[src/hdl/seeded_nxn_cluster_finder_unit_defines.svh]
// Assertion macros for the seeded NxN cluster finder.
// Used by the top level; expects clk and rst_n in scope.
`ifndef SEEDED_NXN_CLUSTER_FINDER_UNIT_DEFINES_SVH
`define SEEDED_NXN_CLUSTER_FINDER_UNIT_DEFINES_SVH

// same-cycle implication
`define SNXN_ASSERT_NOW(label, ante, cons) \
  label: assert property (@(posedge clk) disable iff (!rst_n) (ante) |-> (cons)) \
    else $error("assertion failed");

// next-cycle implication
`define SNXN_ASSERT_NEXT(label, ante, cons) \
  label: assert property (@(posedge clk) disable iff (!rst_n) (ante) |=> (cons)) \
    else $error("assertion failed");

`endif

[src/hdl/snxn_pkg.sv]
// Shared types and constants for the seeded NxN cluster finder.
// No dependencies.
package snxn_pkg;

  localparam int MAX_CELLS_DEF = 64;
  localparam int SM_COLS_DEF   = 48;
  localparam int CSUM_W        = 8;
  localparam int ADDR_W        = 5;

  typedef enum logic [2:0] {
    REG_MIN_CUT   = 3'd0,
    REG_SEED_THR  = 3'd1,
    REG_TIME_MIN  = 3'd2,
    REG_TIME_MAX  = 3'd3,
    REG_TIME_CUT  = 3'd4,
    REG_ROW_WIN   = 3'd5,
    REG_COL_WIN   = 3'd6,
    REG_GRADIENT  = 3'd7
  } reg_idx_t;

  typedef enum logic [2:0] {
    ST_IDLE,
    ST_SEED_RD,
    ST_SEED_EV,
    ST_SEED_PUT,
    ST_MEM_RD,
    ST_MEM_EV,
    ST_CL_END,
    ST_EV_END
  } state_t;

  typedef struct packed {
    logic [15:0]        min_cut;
    logic [15:0]        seed_thr;
    logic signed [15:0] time_min;
    logic signed [15:0] time_max;
    logic [15:0]        time_cut;
    logic [4:0]         row_win;
    logic [6:0]         col_win;
    logic               gradient;
  } cfg_t;

  typedef struct packed {
    logic [14:0]        cell_id;
    logic [4:0]         sm;
    logic [4:0]         row;
    logic [5:0]         col;
    logic [15:0]        energy;
    logic signed [15:0] hit_time;
  } entry_t;

  typedef struct packed {
    logic seed_ok;
    logic member_ok;
  } eval_t;

endpackage

[src/hdl/snxn_ifs.sv]
// Handshake channel interfaces for cell input and cluster results.
// No dependencies.
interface snxn_in_if;
  logic               valid;
  logic               ready;
  logic [14:0]        cell_id;
  logic [4:0]         supermodule;
  logic [4:0]         row;
  logic [5:0]         col;
  logic [15:0]        energy;
  logic signed [15:0] hit_time;
  logic               last_cell;
  modport source (output valid, cell_id, supermodule, row, col, energy, hit_time, last_cell,
                  input ready);
  modport sink (input valid, cell_id, supermodule, row, col, energy, hit_time, last_cell,
                output ready);
endinterface

interface snxn_out_if;
  logic        valid;
  logic        ready;
  logic [14:0] out_cell_id;
  logic [5:0]  cluster_index;
  logic [15:0] cell_energy;
  logic        is_seed;
  logic        end_of_cluster;
  logic        end_of_event;
  logic        empty_event;
  logic        overflow;
  modport source (output valid, out_cell_id, cluster_index, cell_energy, is_seed,
                  end_of_cluster, end_of_event, empty_event, overflow, input ready);
  modport sink (input valid, out_cell_id, cluster_index, cell_energy, is_seed,
                end_of_cluster, end_of_event, empty_event, overflow, output ready);
endinterface

[src/hdl/snxn_eval.sv]
// Shared compare unit: seed qualification and cluster membership of one cell.
// Depends on snxn_pkg.
module snxn_eval #(
  parameter int SM_COLS = snxn_pkg::SM_COLS_DEF
) (
  input  snxn_pkg::cfg_t   cfg,
  input  snxn_pkg::entry_t cand,
  input  snxn_pkg::entry_t seed,
  input  logic             found,
  output snxn_pkg::eval_t  res
);

  logic signed [16:0]          dt;
  logic [16:0]                 adt;
  logic [4:0]                  dr;
  logic [snxn_pkg::CSUM_W-1:0] cs, cm, dc;
  logic                        same, pair, t_ok, geo_ok, grad_ok;

  always_comb begin
    dt   = {seed.hit_time[15], seed.hit_time} - {cand.hit_time[15], cand.hit_time};
    adt  = dt[16] ? 17'(-dt) : 17'(dt);
    t_ok = adt <= {1'b0, cfg.time_cut};
    dr   = (seed.row >= cand.row) ? seed.row - cand.row : cand.row - seed.row;
    same = seed.sm == cand.sm;
    pair = seed.sm[4:1] == cand.sm[4:1];
    cs   = snxn_pkg::CSUM_W'(seed.col);
    cm   = snxn_pkg::CSUM_W'(cand.col);
    if (!same) begin
      if (seed.sm[0]) begin
        cs = cs + snxn_pkg::CSUM_W'(SM_COLS);
      end else begin
        cm = cm + snxn_pkg::CSUM_W'(SM_COLS);
      end
    end
    dc      = (cs >= cm) ? cs - cm : cm - cs;
    geo_ok  = pair && (dc <= snxn_pkg::CSUM_W'(cfg.col_win)) && (dr <= cfg.row_win);
    grad_ok = !cfg.gradient || (cand.energy <= seed.energy);
    res.member_ok = t_ok && geo_ok && grad_ok;
    res.seed_ok   = (cand.energy > cfg.seed_thr) && (cand.hit_time < cfg.time_max) &&
                    (cand.hit_time > cfg.time_min) && (!found || cand.energy > seed.energy);
  end

endmodule

[src/hdl/seeded_nxn_cluster_finder_unit.sv]
// Seeded NxN cluster finder, top level.
// Depends on snxn_pkg, snxn_ifs, snxn_eval and the assertion macro header.
//
// Usage: cells of one event enter on in_ch, one item per cycle, the last one
// flagged by last_cell. Cells at or below min_cut are dropped; cells
// beyond MAX_CELLS are dropped and reported by overflow on every result.
// After the last cell in_ch.ready falls while the stored cells are clustered:
// each seed search and each member search walks the stored cells through one
// memory read port and one shared compare unit, a read state and then an
// evaluate state per stored cell. in_ch.ready returns at the end of the event.
// Results leave on out_ch from an output register: seed first, then members
// in load order, end_of_cluster on the last cell of each cluster and
// end_of_event on the final item; an event with no cluster gives one item
// with empty_event set. When out_ch stalls the search holds until the output
// register frees. Configuration is written over the APB port (cfg_) while
// the block is idle; the user must keep to this, as the block does not
// enforce it. Reset (rst_n, synchronous) restores the register defaults and
// empties the event; the cell memory needs no clear.
`include "seeded_nxn_cluster_finder_unit_defines.svh"
module seeded_nxn_cluster_finder_unit #(
  parameter int MAX_CELLS = snxn_pkg::MAX_CELLS_DEF,
  parameter int SM_COLS   = snxn_pkg::SM_COLS_DEF
) (
  input  logic                        clk,
  input  logic                        rst_n,
  snxn_in_if.sink                     in_ch,
  snxn_out_if.source                  out_ch,
  input  logic                        cfg_psel,
  input  logic                        cfg_penable,
  input  logic                        cfg_pwrite,
  input  logic [snxn_pkg::ADDR_W-1:0] cfg_paddr,
  input  logic [31:0]                 cfg_pwdata,
  output logic [31:0]                 cfg_prdata,
  output logic                        cfg_pready
);

  localparam int IW = $clog2(MAX_CELLS);
  localparam int CW = $clog2(MAX_CELLS + 1);

  snxn_pkg::state_t  state_r, state_nxt;
  snxn_pkg::cfg_t    cfg_r;
  snxn_pkg::entry_t  mem [MAX_CELLS];
  snxn_pkg::entry_t  rd_q, seed_r, wr_entry;
  snxn_pkg::eval_t   ev;
  snxn_pkg::reg_idx_t reg_idx;

  logic [MAX_CELLS-1:0] present_r;
  logic [CW-1:0]        cnt_r, idx_r;
  logic [IW-1:0]        idx, seed_idx_r;
  logic [5:0]           cluster_r;
  logic                 dropped_r, found_r;

  logic        pend_v_r, pend_seed_r, pend_eoc_r;
  logic [14:0] pend_id_r;
  logic [5:0]  pend_cidx_r;
  logic [15:0] pend_energy_r;

  logic        out_v_r, o_seed_r, o_eoc_r, o_eoe_r, o_empty_r, o_ovf_r;
  logic [14:0] o_id_r;
  logic [5:0]  o_cidx_r;
  logic [15:0] o_energy_r;

  logic take_in, keep, at_end, out_free, hit, seed_hit, rd_en, in_member;
  logic seed_take, put_seed, put_mem, step, cl_end, ev_done, push_out, cfg_wr;

  assign idx      = idx_r[IW-1:0];
  assign at_end   = idx_r == cnt_r;
  assign out_free = !out_v_r || out_ch.ready;
  assign take_in  = in_ch.valid && in_ch.ready;
  assign keep     = in_ch.energy > cfg_r.min_cut;
  assign cfg_wr   = cfg_psel && cfg_penable && cfg_pwrite;
  assign reg_idx  = snxn_pkg::reg_idx_t'(cfg_paddr[4:2]);
  assign cfg_pready = 1'b1;
  assign in_member = (state_r == snxn_pkg::ST_MEM_RD) || (state_r == snxn_pkg::ST_MEM_EV) ||
                     (state_r == snxn_pkg::ST_CL_END);

  assign wr_entry = '{cell_id: in_ch.cell_id, sm: in_ch.supermodule, row: in_ch.row,
                      col: in_ch.col, energy: in_ch.energy, hit_time: in_ch.hit_time};

  snxn_eval #(.SM_COLS(SM_COLS)) u_eval (
    .cfg   (cfg_r),
    .cand  (rd_q),
    .seed  (seed_r),
    .found (found_r),
    .res   (ev)
  );

  assign hit      = present_r[idx] && (idx != seed_idx_r) && ev.member_ok;
  assign seed_hit = present_r[idx] && ev.seed_ok;

  always_comb begin
    state_nxt = state_r;
    unique case (state_r)
      snxn_pkg::ST_IDLE:     if (take_in && in_ch.last_cell) state_nxt = snxn_pkg::ST_SEED_RD;
      snxn_pkg::ST_SEED_RD: begin
        if (!at_end) state_nxt = snxn_pkg::ST_SEED_EV;
        else if (found_r) state_nxt = snxn_pkg::ST_SEED_PUT;
        else state_nxt = snxn_pkg::ST_EV_END;
      end
      snxn_pkg::ST_SEED_EV:  state_nxt = snxn_pkg::ST_SEED_RD;
      snxn_pkg::ST_SEED_PUT: if (!pend_v_r || out_free) state_nxt = snxn_pkg::ST_MEM_RD;
      snxn_pkg::ST_MEM_RD:   state_nxt = at_end ? snxn_pkg::ST_CL_END : snxn_pkg::ST_MEM_EV;
      snxn_pkg::ST_MEM_EV:   if (!(hit && pend_v_r && !out_free)) state_nxt = snxn_pkg::ST_MEM_RD;
      snxn_pkg::ST_CL_END:   state_nxt = snxn_pkg::ST_SEED_RD;
      snxn_pkg::ST_EV_END:   if (out_free) state_nxt = snxn_pkg::ST_IDLE;
      default:               state_nxt = snxn_pkg::ST_IDLE;
    endcase
  end

  always_comb begin
    in_ch.ready = state_r == snxn_pkg::ST_IDLE;
    rd_en     = (state_r == snxn_pkg::ST_SEED_RD || state_r == snxn_pkg::ST_MEM_RD) && !at_end;
    seed_take = (state_r == snxn_pkg::ST_SEED_EV) && seed_hit;
    put_seed  = (state_r == snxn_pkg::ST_SEED_PUT) && (!pend_v_r || out_free);
    put_mem   = (state_r == snxn_pkg::ST_MEM_EV) && hit && (!pend_v_r || out_free);
    step      = (state_r == snxn_pkg::ST_SEED_EV) ||
                ((state_r == snxn_pkg::ST_MEM_EV) && (!hit || put_mem));
    cl_end    = state_r == snxn_pkg::ST_CL_END;
    ev_done   = (state_r == snxn_pkg::ST_EV_END) && out_free;
    push_out  = ((put_seed || put_mem) && pend_v_r) || ev_done;
  end

  always_ff @(posedge clk) begin
    if (take_in && keep && (cnt_r < CW'(MAX_CELLS))) begin
      mem[cnt_r[IW-1:0]] <= wr_entry;
    end
    if (rd_en) begin
      rd_q <= mem[idx];
    end
  end

  always_ff @(posedge clk) begin
    if (!rst_n) begin
      state_r   <= snxn_pkg::ST_IDLE;
      present_r <= '0;
      cnt_r     <= '0;
      idx_r     <= '0;
      cluster_r <= '0;
      dropped_r <= 1'b0;
      found_r   <= 1'b0;
      pend_v_r  <= 1'b0;
      out_v_r   <= 1'b0;
      cfg_r     <= '{min_cut: 16'd0, seed_thr: 16'd0, time_min: -16'sd32768,
                     time_max: 16'sd32767, time_cut: 16'hFFFF, row_win: 5'd1,
                     col_win: 7'd1, gradient: 1'b0};
    end else begin
      state_r <= state_nxt;
      if (cfg_wr) begin
        unique case (reg_idx)
          snxn_pkg::REG_MIN_CUT:  cfg_r.min_cut  <= cfg_pwdata[15:0];
          snxn_pkg::REG_SEED_THR: cfg_r.seed_thr <= cfg_pwdata[15:0];
          snxn_pkg::REG_TIME_MIN: cfg_r.time_min <= cfg_pwdata[15:0];
          snxn_pkg::REG_TIME_MAX: cfg_r.time_max <= cfg_pwdata[15:0];
          snxn_pkg::REG_TIME_CUT: cfg_r.time_cut <= cfg_pwdata[15:0];
          snxn_pkg::REG_ROW_WIN:  cfg_r.row_win  <= cfg_pwdata[4:0];
          snxn_pkg::REG_COL_WIN:  cfg_r.col_win  <= cfg_pwdata[6:0];
          snxn_pkg::REG_GRADIENT: cfg_r.gradient <= cfg_pwdata[0];
          default: ;
        endcase
      end
      if (take_in && keep) begin
        if (cnt_r < CW'(MAX_CELLS)) begin
          present_r[cnt_r[IW-1:0]] <= 1'b1;
          cnt_r <= cnt_r + 1'b1;
        end else begin
          dropped_r <= 1'b1;
        end
      end
      if (take_in && in_ch.last_cell) begin
        idx_r   <= '0;
        found_r <= 1'b0;
      end
      if (seed_take) begin
        found_r    <= 1'b1;
        seed_r     <= rd_q;
        seed_idx_r <= idx;
      end
      if (step) idx_r <= idx_r + 1'b1;
      if (put_seed) begin
        idx_r         <= '0;
        pend_v_r      <= 1'b1;
        pend_id_r     <= seed_r.cell_id;
        pend_energy_r <= seed_r.energy;
        pend_cidx_r   <= cluster_r;
        pend_seed_r   <= 1'b1;
        pend_eoc_r    <= 1'b0;
      end
      if (put_mem) begin
        present_r[idx] <= 1'b0;
        pend_v_r       <= 1'b1;
        pend_id_r      <= rd_q.cell_id;
        pend_energy_r  <= rd_q.energy;
        pend_cidx_r    <= cluster_r;
        pend_seed_r    <= 1'b0;
        pend_eoc_r     <= 1'b0;
      end
      if (cl_end) begin
        pend_eoc_r            <= 1'b1;
        present_r[seed_idx_r] <= 1'b0;
        cluster_r             <= cluster_r + 1'b1;
        found_r               <= 1'b0;
        idx_r                 <= '0;
      end
      if (push_out) begin
        out_v_r    <= 1'b1;
        o_eoe_r    <= ev_done;
        o_ovf_r    <= dropped_r;
        o_empty_r  <= ev_done && !pend_v_r;
        o_id_r     <= pend_v_r ? pend_id_r : '0;
        o_cidx_r   <= pend_v_r ? pend_cidx_r : '0;
        o_energy_r <= pend_v_r ? pend_energy_r : '0;
        o_seed_r   <= pend_v_r && pend_seed_r;
        o_eoc_r    <= pend_v_r && pend_eoc_r;
      end else if (out_ch.ready) begin
        out_v_r <= 1'b0;
      end
      if (ev_done) begin
        present_r <= '0;
        cnt_r     <= '0;
        cluster_r <= '0;
        dropped_r <= 1'b0;
        pend_v_r  <= 1'b0;
      end
    end
  end

  always_comb begin
    cfg_prdata = '0;
    unique case (reg_idx)
      snxn_pkg::REG_MIN_CUT:  cfg_prdata = 32'(cfg_r.min_cut);
      snxn_pkg::REG_SEED_THR: cfg_prdata = 32'(cfg_r.seed_thr);
      snxn_pkg::REG_TIME_MIN: cfg_prdata = 32'(unsigned'(cfg_r.time_min));
      snxn_pkg::REG_TIME_MAX: cfg_prdata = 32'(unsigned'(cfg_r.time_max));
      snxn_pkg::REG_TIME_CUT: cfg_prdata = 32'(cfg_r.time_cut);
      snxn_pkg::REG_ROW_WIN:  cfg_prdata = 32'(cfg_r.row_win);
      snxn_pkg::REG_COL_WIN:  cfg_prdata = 32'(cfg_r.col_win);
      snxn_pkg::REG_GRADIENT: cfg_prdata = 32'(cfg_r.gradient);
      default:                cfg_prdata = '0;
    endcase
  end

  assign out_ch.valid          = out_v_r;
  assign out_ch.out_cell_id    = o_id_r;
  assign out_ch.cluster_index  = o_cidx_r;
  assign out_ch.cell_energy    = o_energy_r;
  assign out_ch.is_seed        = o_seed_r;
  assign out_ch.end_of_cluster = o_eoc_r;
  assign out_ch.end_of_event   = o_eoe_r;
  assign out_ch.empty_event    = o_empty_r;
  assign out_ch.overflow       = o_ovf_r;

  `SNXN_ASSERT_NOW(a_cnt_bound, 1'b1, cnt_r <= CW'(MAX_CELLS))
  `SNXN_ASSERT_NOW(a_pend_in_member, in_member, pend_v_r)
  `SNXN_ASSERT_NEXT(a_event_clear, ev_done, (cnt_r == '0) && !pend_v_r && out_v_r)

endmodule

[src/flat_wrapper.sv]
// flat-port wrapper written by rule: the top's interface ports become plain ports
module seeded_nxn_cluster_finder_unit_flat 
#(
  parameter int MAX_CELLS = snxn_pkg::MAX_CELLS_DEF,
  parameter int SM_COLS   = snxn_pkg::SM_COLS_DEF
)
  (clk, rst_n, cfg_psel, cfg_penable, cfg_pwrite, cfg_paddr, cfg_pwdata, cfg_prdata, cfg_pready, in_ch_valid, in_ch_cell_id, in_ch_supermodule, in_ch_row, in_ch_col, in_ch_energy, in_ch_hit_time, in_ch_last_cell, in_ch_ready, out_ch_valid, out_ch_out_cell_id, out_ch_cluster_index, out_ch_cell_energy, out_ch_is_seed, out_ch_end_of_cluster, out_ch_end_of_event, out_ch_empty_event, out_ch_overflow, out_ch_ready);
  snxn_in_if in_ch_i ();
  snxn_out_if out_ch_i ();
  input  logic clk;
  input  logic rst_n;
  input  logic cfg_psel;
  input  logic cfg_penable;
  input  logic cfg_pwrite;
  input  logic [snxn_pkg::ADDR_W-1:0] cfg_paddr;
  input  logic [31:0] cfg_pwdata;
  output logic [31:0] cfg_prdata;
  output logic cfg_pready;
  input wire logic [$bits(in_ch_i.valid)-1:0] in_ch_valid;
  input wire logic [$bits(in_ch_i.cell_id)-1:0] in_ch_cell_id;
  input wire logic [$bits(in_ch_i.supermodule)-1:0] in_ch_supermodule;
  input wire logic [$bits(in_ch_i.row)-1:0] in_ch_row;
  input wire logic [$bits(in_ch_i.col)-1:0] in_ch_col;
  input wire logic [$bits(in_ch_i.energy)-1:0] in_ch_energy;
  input wire logic [$bits(in_ch_i.hit_time)-1:0] in_ch_hit_time;
  input wire logic [$bits(in_ch_i.last_cell)-1:0] in_ch_last_cell;
  output wire logic [$bits(in_ch_i.ready)-1:0] in_ch_ready;
  output wire logic [$bits(out_ch_i.valid)-1:0] out_ch_valid;
  output wire logic [$bits(out_ch_i.out_cell_id)-1:0] out_ch_out_cell_id;
  output wire logic [$bits(out_ch_i.cluster_index)-1:0] out_ch_cluster_index;
  output wire logic [$bits(out_ch_i.cell_energy)-1:0] out_ch_cell_energy;
  output wire logic [$bits(out_ch_i.is_seed)-1:0] out_ch_is_seed;
  output wire logic [$bits(out_ch_i.end_of_cluster)-1:0] out_ch_end_of_cluster;
  output wire logic [$bits(out_ch_i.end_of_event)-1:0] out_ch_end_of_event;
  output wire logic [$bits(out_ch_i.empty_event)-1:0] out_ch_empty_event;
  output wire logic [$bits(out_ch_i.overflow)-1:0] out_ch_overflow;
  input wire logic [$bits(out_ch_i.ready)-1:0] out_ch_ready;
  assign in_ch_i.valid = in_ch_valid;
  assign in_ch_i.cell_id = in_ch_cell_id;
  assign in_ch_i.supermodule = in_ch_supermodule;
  assign in_ch_i.row = in_ch_row;
  assign in_ch_i.col = in_ch_col;
  assign in_ch_i.energy = in_ch_energy;
  assign in_ch_i.hit_time = in_ch_hit_time;
  assign in_ch_i.last_cell = in_ch_last_cell;
  assign in_ch_ready = in_ch_i.ready;
  assign out_ch_valid = out_ch_i.valid;
  assign out_ch_out_cell_id = out_ch_i.out_cell_id;
  assign out_ch_cluster_index = out_ch_i.cluster_index;
  assign out_ch_cell_energy = out_ch_i.cell_energy;
  assign out_ch_is_seed = out_ch_i.is_seed;
  assign out_ch_end_of_cluster = out_ch_i.end_of_cluster;
  assign out_ch_end_of_event = out_ch_i.end_of_event;
  assign out_ch_empty_event = out_ch_i.empty_event;
  assign out_ch_overflow = out_ch_i.overflow;
  assign out_ch_i.ready = out_ch_ready;
  seeded_nxn_cluster_finder_unit #(.MAX_CELLS(MAX_CELLS), .SM_COLS(SM_COLS)) u_core (.clk(clk), .rst_n(rst_n), .in_ch(in_ch_i), .out_ch(out_ch_i), .cfg_psel(cfg_psel), .cfg_penable(cfg_penable), .cfg_pwrite(cfg_pwrite), .cfg_paddr(cfg_paddr), .cfg_pwdata(cfg_pwdata), .cfg_prdata(cfg_prdata), .cfg_pready(cfg_pready));
endmodule
[config.mk]
export PLATFORM = sky130hd
export DESIGN_NAME = seeded_nxn_cluster_finder_unit_flat
export DESIGN_NICKNAME = d
export VERILOG_FILES = /design/src/hdl/snxn_pkg.sv /design/src/hdl/snxn_ifs.sv /design/src/hdl/snxn_eval.sv /design/src/hdl/seeded_nxn_cluster_finder_unit.sv /design/src/flat_wrapper.sv
export VERILOG_INCLUDE_DIRS = /design/src /design/src/hdl
export SDC_FILE = /design/constraint.sdc
export NUM_CORES = 2
export LEC_CHECK = 0
export ABC_CLOCK_PERIOD_IN_PS = 9400
export BUFFER_PORTS_ARGS = -buffer_cell sky130_fd_sc_hd__buf_4
export CORE_MARGIN = 5
export CORE_UTILIZATION = 45
export DETAILED_ROUTE_END_ITERATION = 12
export PLACE_DENSITY_LB_ADDON = 0.2
export SLEW_MARGIN = 20
export SYNTH_ARGS = -nofsm -noshare
export SYNTH_HDL_FRONTEND = slang
export SYNTH_SLANG_ARGS = --single-unit
export TNS_END_PERCENT = 5
[constraint.sdc]
create_clock -name clk -period 9.4 [get_ports clk]
set_clock_uncertainty 0.05 [all_clocks]
set_input_delay 1.88 -clock clk [delete_from_list [all_inputs] [get_ports clk]]
set_output_delay 1.88 -clock clk [all_outputs]
set_load 0.01 [all_outputs]
# Word level (Yosys, flattened, before mapping)
# Memory sizes are Yosys's and may differ from the RTL's. A register that Yosys moved wholly into a read port is not among the register bits.
# Cells that the tools add are included.
op_classes:
  addsub: 11
  order_cmp: 18
  eq_ne: 22
  n_mux: 48
  bitwise_logic: 7
  n_reduce_logical: 74
ops:
  columns: ["op", "count"]
  rows:
  - ["$mux 64", 6]
  - ["$pmux 32 s8", 1]
  - ["$and 64x64->64", 2]
  - ["$not 64->64", 2]
  - ["$gt 16x16->1", 4]
  - ["$or 64x64->64", 1]
  - ["$mux 7", 6]
  - ["$logic_and 1x1->1", 32]
  - ["$mux 16", 2]
  - ["$mux 15", 2]
  - ["$reduce_and 2->1", 14]
  - ["$eq 3x3->1 const B", 8]
  - ["$lt 6x7->1 const B", 3]
  - ["$pmux 3 s7", 1]
  - ["$demux 1 s6", 3]
  - ["$ge 6x1->1 const B", 3]
  - ["$mux 3", 6]
  - ["$le 17x16->1", 1]
  - ["$mux 17", 1]
  - ["$neg 17->17", 1]
  - ["$sub 16x16->17", 1]
  - ["$le 16x16->1", 1]
  - ["$lt 16x16->1", 1]
  - ["$sub 8x8->8", 2]
  - ["other kinds (32)", 76]
totals:
  register_bits: 334
  ram_bits: 4032
  in_bits: 108
  out_inout_bits: 77
  word_cells: 218
  n_memories: 1
memory_table:
  columns: ["memory", "depth", "word_bits", "rd", "rd_ports_with_merged_regs", "write_ports", "line", "text"]
  rows:
  - ["u_core.mem", 64, 63, 1, 1, 1, "seeded_nxn_cluster_finder_unit.sv:42", "snxn_pkg::entry_t mem [MAX_CELLS];"]

# Depth between registers and ports, before layout
depth:
  word_depth: 17
  depth_mapped: 28

# By module
# Synthesis repeated with hierarchy kept, for this count alone.
unflattened:
  hier_cells: 10105
  hier_area_um2: 169989.3
by_module_without_submodules:
  columns: ["module", "n_inst", "cells_per_inst", "area_per_inst_um2", "seq_area_each_um2"]
  rows:
  - ["seeded_nxn_cluster_finder_unit", 1, 9459, 165332.3, 131155.8]
  - ["snxn_eval", 1, 646, 4657.0, 0.0]

# Worst setup path before layout
# Ideal clock, no wire load.
synth_timing:
  path_kind: "reg2reg"
  startpoint: "reg u_core.rd_q[0] (netlist name)"
  endpoint: "reg u_core.o_energy_r[0] (netlist: u_core.out_ch.cell_energy[0]) (enable)"
  t_arrival_ns: 7.896
  t_required_ns: 8.846
  setup_slack_ns: 0.950
  stages_incl_launch_ff: 21
  n_path_buf: 0
  cell_sequence: "edfxtp_1 > ha_1 > fa_1 > nand2b_1 > a211oi_1 > nor2_1 > o311ai_1 > nand3_1 > nor4_4 > a21oi_1 > xnor2_1 > ha_1 > nand4_1 > or4_1 > o21ai_0 > a31oi_1 > nor4_1 > o2111ai_1 > a211oi_1 > a21oi_1 > o31ai_1"
synth_via:
  elab_chain_cells: 13
synth_lines:
  columns: ["item", "line", "text"]
  rows:
  - ["$sub 16x16->17 *", "snxn_eval.sv:20", "dt = {seed.hit_time[15], seed.hit_time} - {cand.hit_time[15], cand.hit_time};"]
  - ["$neg 17->17", "snxn_eval.sv:21", "adt = dt[16] ? 17'(-dt) : 17'(dt);"]
  - ["$mux 17 *", "snxn_eval.sv:21", null]
  - ["$le 17x16->1 *", "snxn_eval.sv:22", "t_ok = adt <= {1'b0, cfg.time_cut};"]
  - ["$logic_and 1x1->1 * (2 in series)", "snxn_eval.sv:38", "res.member_ok = t_ok && geo_ok && grad_ok;"]
  - ["$logic_and 1x1->1 *", "seeded_nxn_cluster_finder_unit.sv:88", "assign hit = present_r[idx] && (idx != seed_idx_r) && ev.member_ok;"]
  - ["$logic_and 1x1->1 * (2 in series)", "seeded_nxn_cluster_finder_unit.sv:115", "put_mem = (state_r == snxn_pkg::ST_MEM_EV) && hit && (!pend_v_r || out_free);"]
  - ["$logic_or 1x1->1 *", "seeded_nxn_cluster_finder_unit.sv:120", "push_out = ((put_seed || put_mem) && pend_v_r) || ev_done;"]
  - ["$logic_and 1x1->1 *", "seeded_nxn_cluster_finder_unit.sv:120", null]
  - ["$logic_or 1x1->1 *", "seeded_nxn_cluster_finder_unit.sv:120", null]
  - ["$reduce_and 2->1 (no line) *", null, null]
  - ["to (signal assigned)", "seeded_nxn_cluster_finder_unit.sv:211", "o_energy_r <= pend_v_r ? pend_energy_r : '0;"]
  - ["to (decl)", "seeded_nxn_cluster_finder_unit.sv:61", "logic [15:0] o_energy_r;"]
# Every way passes the cells marked *; elsewhere a longest branch is shown, timed or not.
# A chain may end at the register's enable or synchronous reset.

# Final worst setup path
layout_timing:
  startpoint: "reg u_core.rd_q[0] (netlist name)"
  endpoint: "reg u_core.pend_id_r[12] (enable)"
layout_via:
  elab_chain_cells: 11
layout_lines:
  columns: ["item", "line", "text"]
  rows:
  - ["$sub 16x16->17 *", "snxn_eval.sv:20", null]
  - ["$neg 17->17", "snxn_eval.sv:21", null]
  - ["$mux 17 *", "snxn_eval.sv:21", null]
  - ["$le 17x16->1 *", "snxn_eval.sv:22", null]
  - ["$logic_and 1x1->1 * (2 in series)", "snxn_eval.sv:38", null]
  - ["$logic_and 1x1->1 *", "seeded_nxn_cluster_finder_unit.sv:88", null]
  - ["$logic_and 1x1->1 * (2 in series)", "seeded_nxn_cluster_finder_unit.sv:115", null]
  - ["$reduce_bool 2->1 (no line) *", null, null]
  - ["$reduce_and 2->1 (no line) *", null, null]
  - ["to (signal assigned)", "seeded_nxn_cluster_finder_unit.sv:182", "pend_id_r <= seed_r.cell_id;"]
  - ["to (signal assigned)", "seeded_nxn_cluster_finder_unit.sv:191", "pend_id_r <= rd_q.cell_id;"]
  - ["to (decl)", "seeded_nxn_cluster_finder_unit.sv:54", "logic [14:0] pend_id_r;"]
# Marks and branches as above.

==> results.ini <==
[floorplan]
dieArea_um2=381000
coreArea_um2=368000
die_w_um=617
rows=223
ios=185
start_util_pct=45.1
die_h_um=617

[timing]
hold_viol_final=0
slew_viol_final=0
finalSetupViolations=0
tightest_slew_ns=1.29
rsz0062_at_grt=no
fin_crit_sh_pct=77.7
slew_headroom_pct=13.2
min_period_ns=7.31
setup_tns_ns=0
fmax_ghz=0.137

[critical_path]
crit_path_start_kind=register
critical_path_class=reg2reg
r2r_start=u_core.rd_q[0]
cp-startpoint=u_core.rd_q[0]
cp.required_ns=9.98
crit_fanout=26
critical_path_arrival_ns=7.88
end_kind=register

[clock_tree]
cts_made_buffers=439
clk_latency_ns=0.99
cts_max_level=5
cts_buffer_depth=4
path_clk_slew_ns=0.06
cts.sinks=4429
cts_resized=0
cts_setup_buffers=0
clock-root-buffer=clkbuf_16
cts-hold-fix-buffers=0
cts_tree=built

[drt]
vias_per_cell=6.61
wl_per_cell_um=36.6
drt_wl_total_um=553000
drc=0
drt-pass1-iter-count=8
drtAntennaViolNets=0
drt_iter0_drc=15000
vias=99900

[hold_path]
worstHoldStart=u_core.rd_q[62]
hp-class=reg2reg

[place]
hpwl_um=289000
placed_area_um2=175000
port_buffers=149
gp_congestion=0.860

[logic_synthesis]
synth_edf_count=4245
syn-cell-area_um2=166000
synthFlopType=edfxtp_1
async_flop_share_pct=0
ys_types=73
avgSynthCellArea_um2=17.2
ys_seq_elements=4429
ys_seq_area_share_pct=79.0
netlist_instances=9655
yosysWarnings=0

[finish]
layout_commonest_cell=edfxtp_1
nNetsFinal=10100
final_area_um2=189000
fill_cells=29600
drive_above_1_share_pct=11.6
layout_common_cells=4245 x edfxtp_1, 1236 x a22oi_1, 442 x clkbuf_16
syn2layout_area_growth_pct=13.6

[status]
outcome=complete, no violations

[grt]
grt_pass1_vias=96000
grt_max_degree=94
antenna_found_initial=58
grt_use_total_pct=28.1
grt.overflow.total=0
grt_first_pass_wirelength_um=759000

[pwr]
p_total_mw=42.9
total_leakage_power_nw=58.1
ir_drop_mv=0.184
pwr_density_cell_nw_per_um2=228

[flow_run]
drv_cap=0

-- metal layers --
layer,up-vias,global-route usage (%),wire length (um)
met3,1067,6.88,64800
met2,6438,43.5,252000
met4,38,9.65,21200
li1,40700,-,-
met5,-,0,264
met1,51700,39.0,215000
-- sequential cells by signal (all words and copies together), names as in the netlist, 3 cells and up --
register / cells
u_core.seed_idx_r: 6
u_core.present_r: 64
u_core.pend_energy_r: 16
u_core.mem: 4032
u_core.out_ch.cluster_index: 6
u_core.pend_id_r: 15
u_core.state_r: 3
u_core.pend_cidx_r: 6
u_core.seed_r: 63
u_core.idx_r: 7
u_core.rd_q: 63
u_core.cfg_r: 93
u_core.out_ch.out_cell_id: 15
u_core.cluster_r: 6
u_core.cnt_r: 7
u_core.out_ch.cell_energy: 16
-- final cells by class --
cell class / instances / area (um2) / area share, %
diodes: 19 / 47.5 / 0.0252
clock buffers: 545 / 11500 / 6.08
clock inverters: 267 / 2480 / 1.31
inverters: 220 / 826 / 0.438
multi-input cells: 4371 / 32200 / 17.1
flip-flops and latches: 4429 / 131000 / 69.6
well taps: 4837 / 6050 / 3.21
repair buffers: 419 / 4370 / 2.32
-- final timing paths --
path	end	slack (ns)	cells after the start
hold reg to reg	u_core.seed_r[62]	0.40	0
setup reg to reg	u_core.pend_id_r[12]	2.09	21
hold / removal	u_core.seed_r[62]	0.40	0
setup / recovery	u_core.pend_id_r[12]	2.09	21
-- cell families after synthesis --
kind of cell             synth area share, %
AO/OA/AOI/OAI                           14.1
flip-flops                              79.0
other                                0.00452
AND/OR/NAND/NOR                         2.83
multiplexers                           0.567
buffers and inverters                   2.03
XOR/XNOR                               0.285
adder cells (fa/ha/maj)                 1.21
-- metrics by stage --
stage | utilization [%] | cells | hold WS (ns) | worst slack [ns]
2_1_floorplan | - | 9670 | 0.356 | 0.950
3_3_place_gp | 47.4 | 14300 | 0.390 | 2.10
3_5_place_dp | 47.4 | 14300 | 0.388 | 2.08
4_1_cts | 51.2 | 15100 | 0.397 | 2.04
5_1_grt | 51.2 | 15100 | 0.417 | 1.51
6_report | 51.2 | 15100 | 0.402 | 2.09
-- cells in the mapped netlist, types with 9 or more instances --
library cell / instances / area share, %
nor4_1: 79 / 0.30
buf_2: 27 / 0.081
xnor2_1: 29 / 0.15
o21a_1: 83 / 0.38
nand4_1: 143 / 0.54
o221ai_1: 56 / 0.30
a21o_1: 32 / 0.14
o2111ai_1: 10 / 0.053
nor3_1: 35 / 0.11
nor2b_1: 21 / 0.079
and3_1: 12 / 0.045
inv_1: 219 / 0.50
a21oi_1: 273 / 0.82
o21ai_0: 85 / 0.26
nand3_1: 73 / 0.22
mux2_2: 24 / 0.16
a22oi_1: 1236 / 5.6
or2_2: 10 / 0.038
a211oi_1: 18 / 0.081
edfxtp_1: 4245 / 77
a41oi_1: 16 / 0.084
buf_4: 18 / 0.081
nand2b_1: 20 / 0.075
o22ai_1: 10 / 0.038
clkbuf_1: 532 / 1.2
a2111oi_0: 9 / 0.047
nor3b_1: 11 / 0.050
dfxtp_1: 184 / 2.2
xor2_1: 25 / 0.13
nand2_1: 260 / 0.59
and2_1: 48 / 0.18
nand3b_1: 11 / 0.050
or3_1: 16 / 0.060
buf_1: 73 / 0.17
a221oi_1: 409 / 2.2
a31oi_1: 404 / 1.5
mux2i_1: 49 / 0.30
a22o_1: 402 / 2.1
ha_1: 152 / 1.1
o211ai_1: 65 / 0.29
nor2_1: 158 / 0.36
-- worst max-delay path: stages, from the launching register on --
cell and delay (ns):
edfxtp_1 0.42, ha_1 0.23, fa_1 0.40, nand2b_1 0.18, a211oi_1 0.44, nor2_1 0.16, o311ai_1 0.57, nand3_1 0.27
nor4_4 0.70, a21oi_1 0.18, xnor2_1 0.18, ha_1 0.29, nand4_1 0.09, or4_1 0.40, o21ai_0 0.10, a31oi_1 0.14
nor4_1 0.41, o2111ai_1 0.20, a211oi_1 0.40, a21oi_1 0.24, nor2_4 0.42, buf_4 0.45
-- where the power goes --
part           switching, mW  internal [mW]
combinational           2.75           1.07
clock                   7.52           9.62
sequential             0.114           21.8
total                   10.4           32.5
No activity file was read; power rests on OpenSTA's default activity.
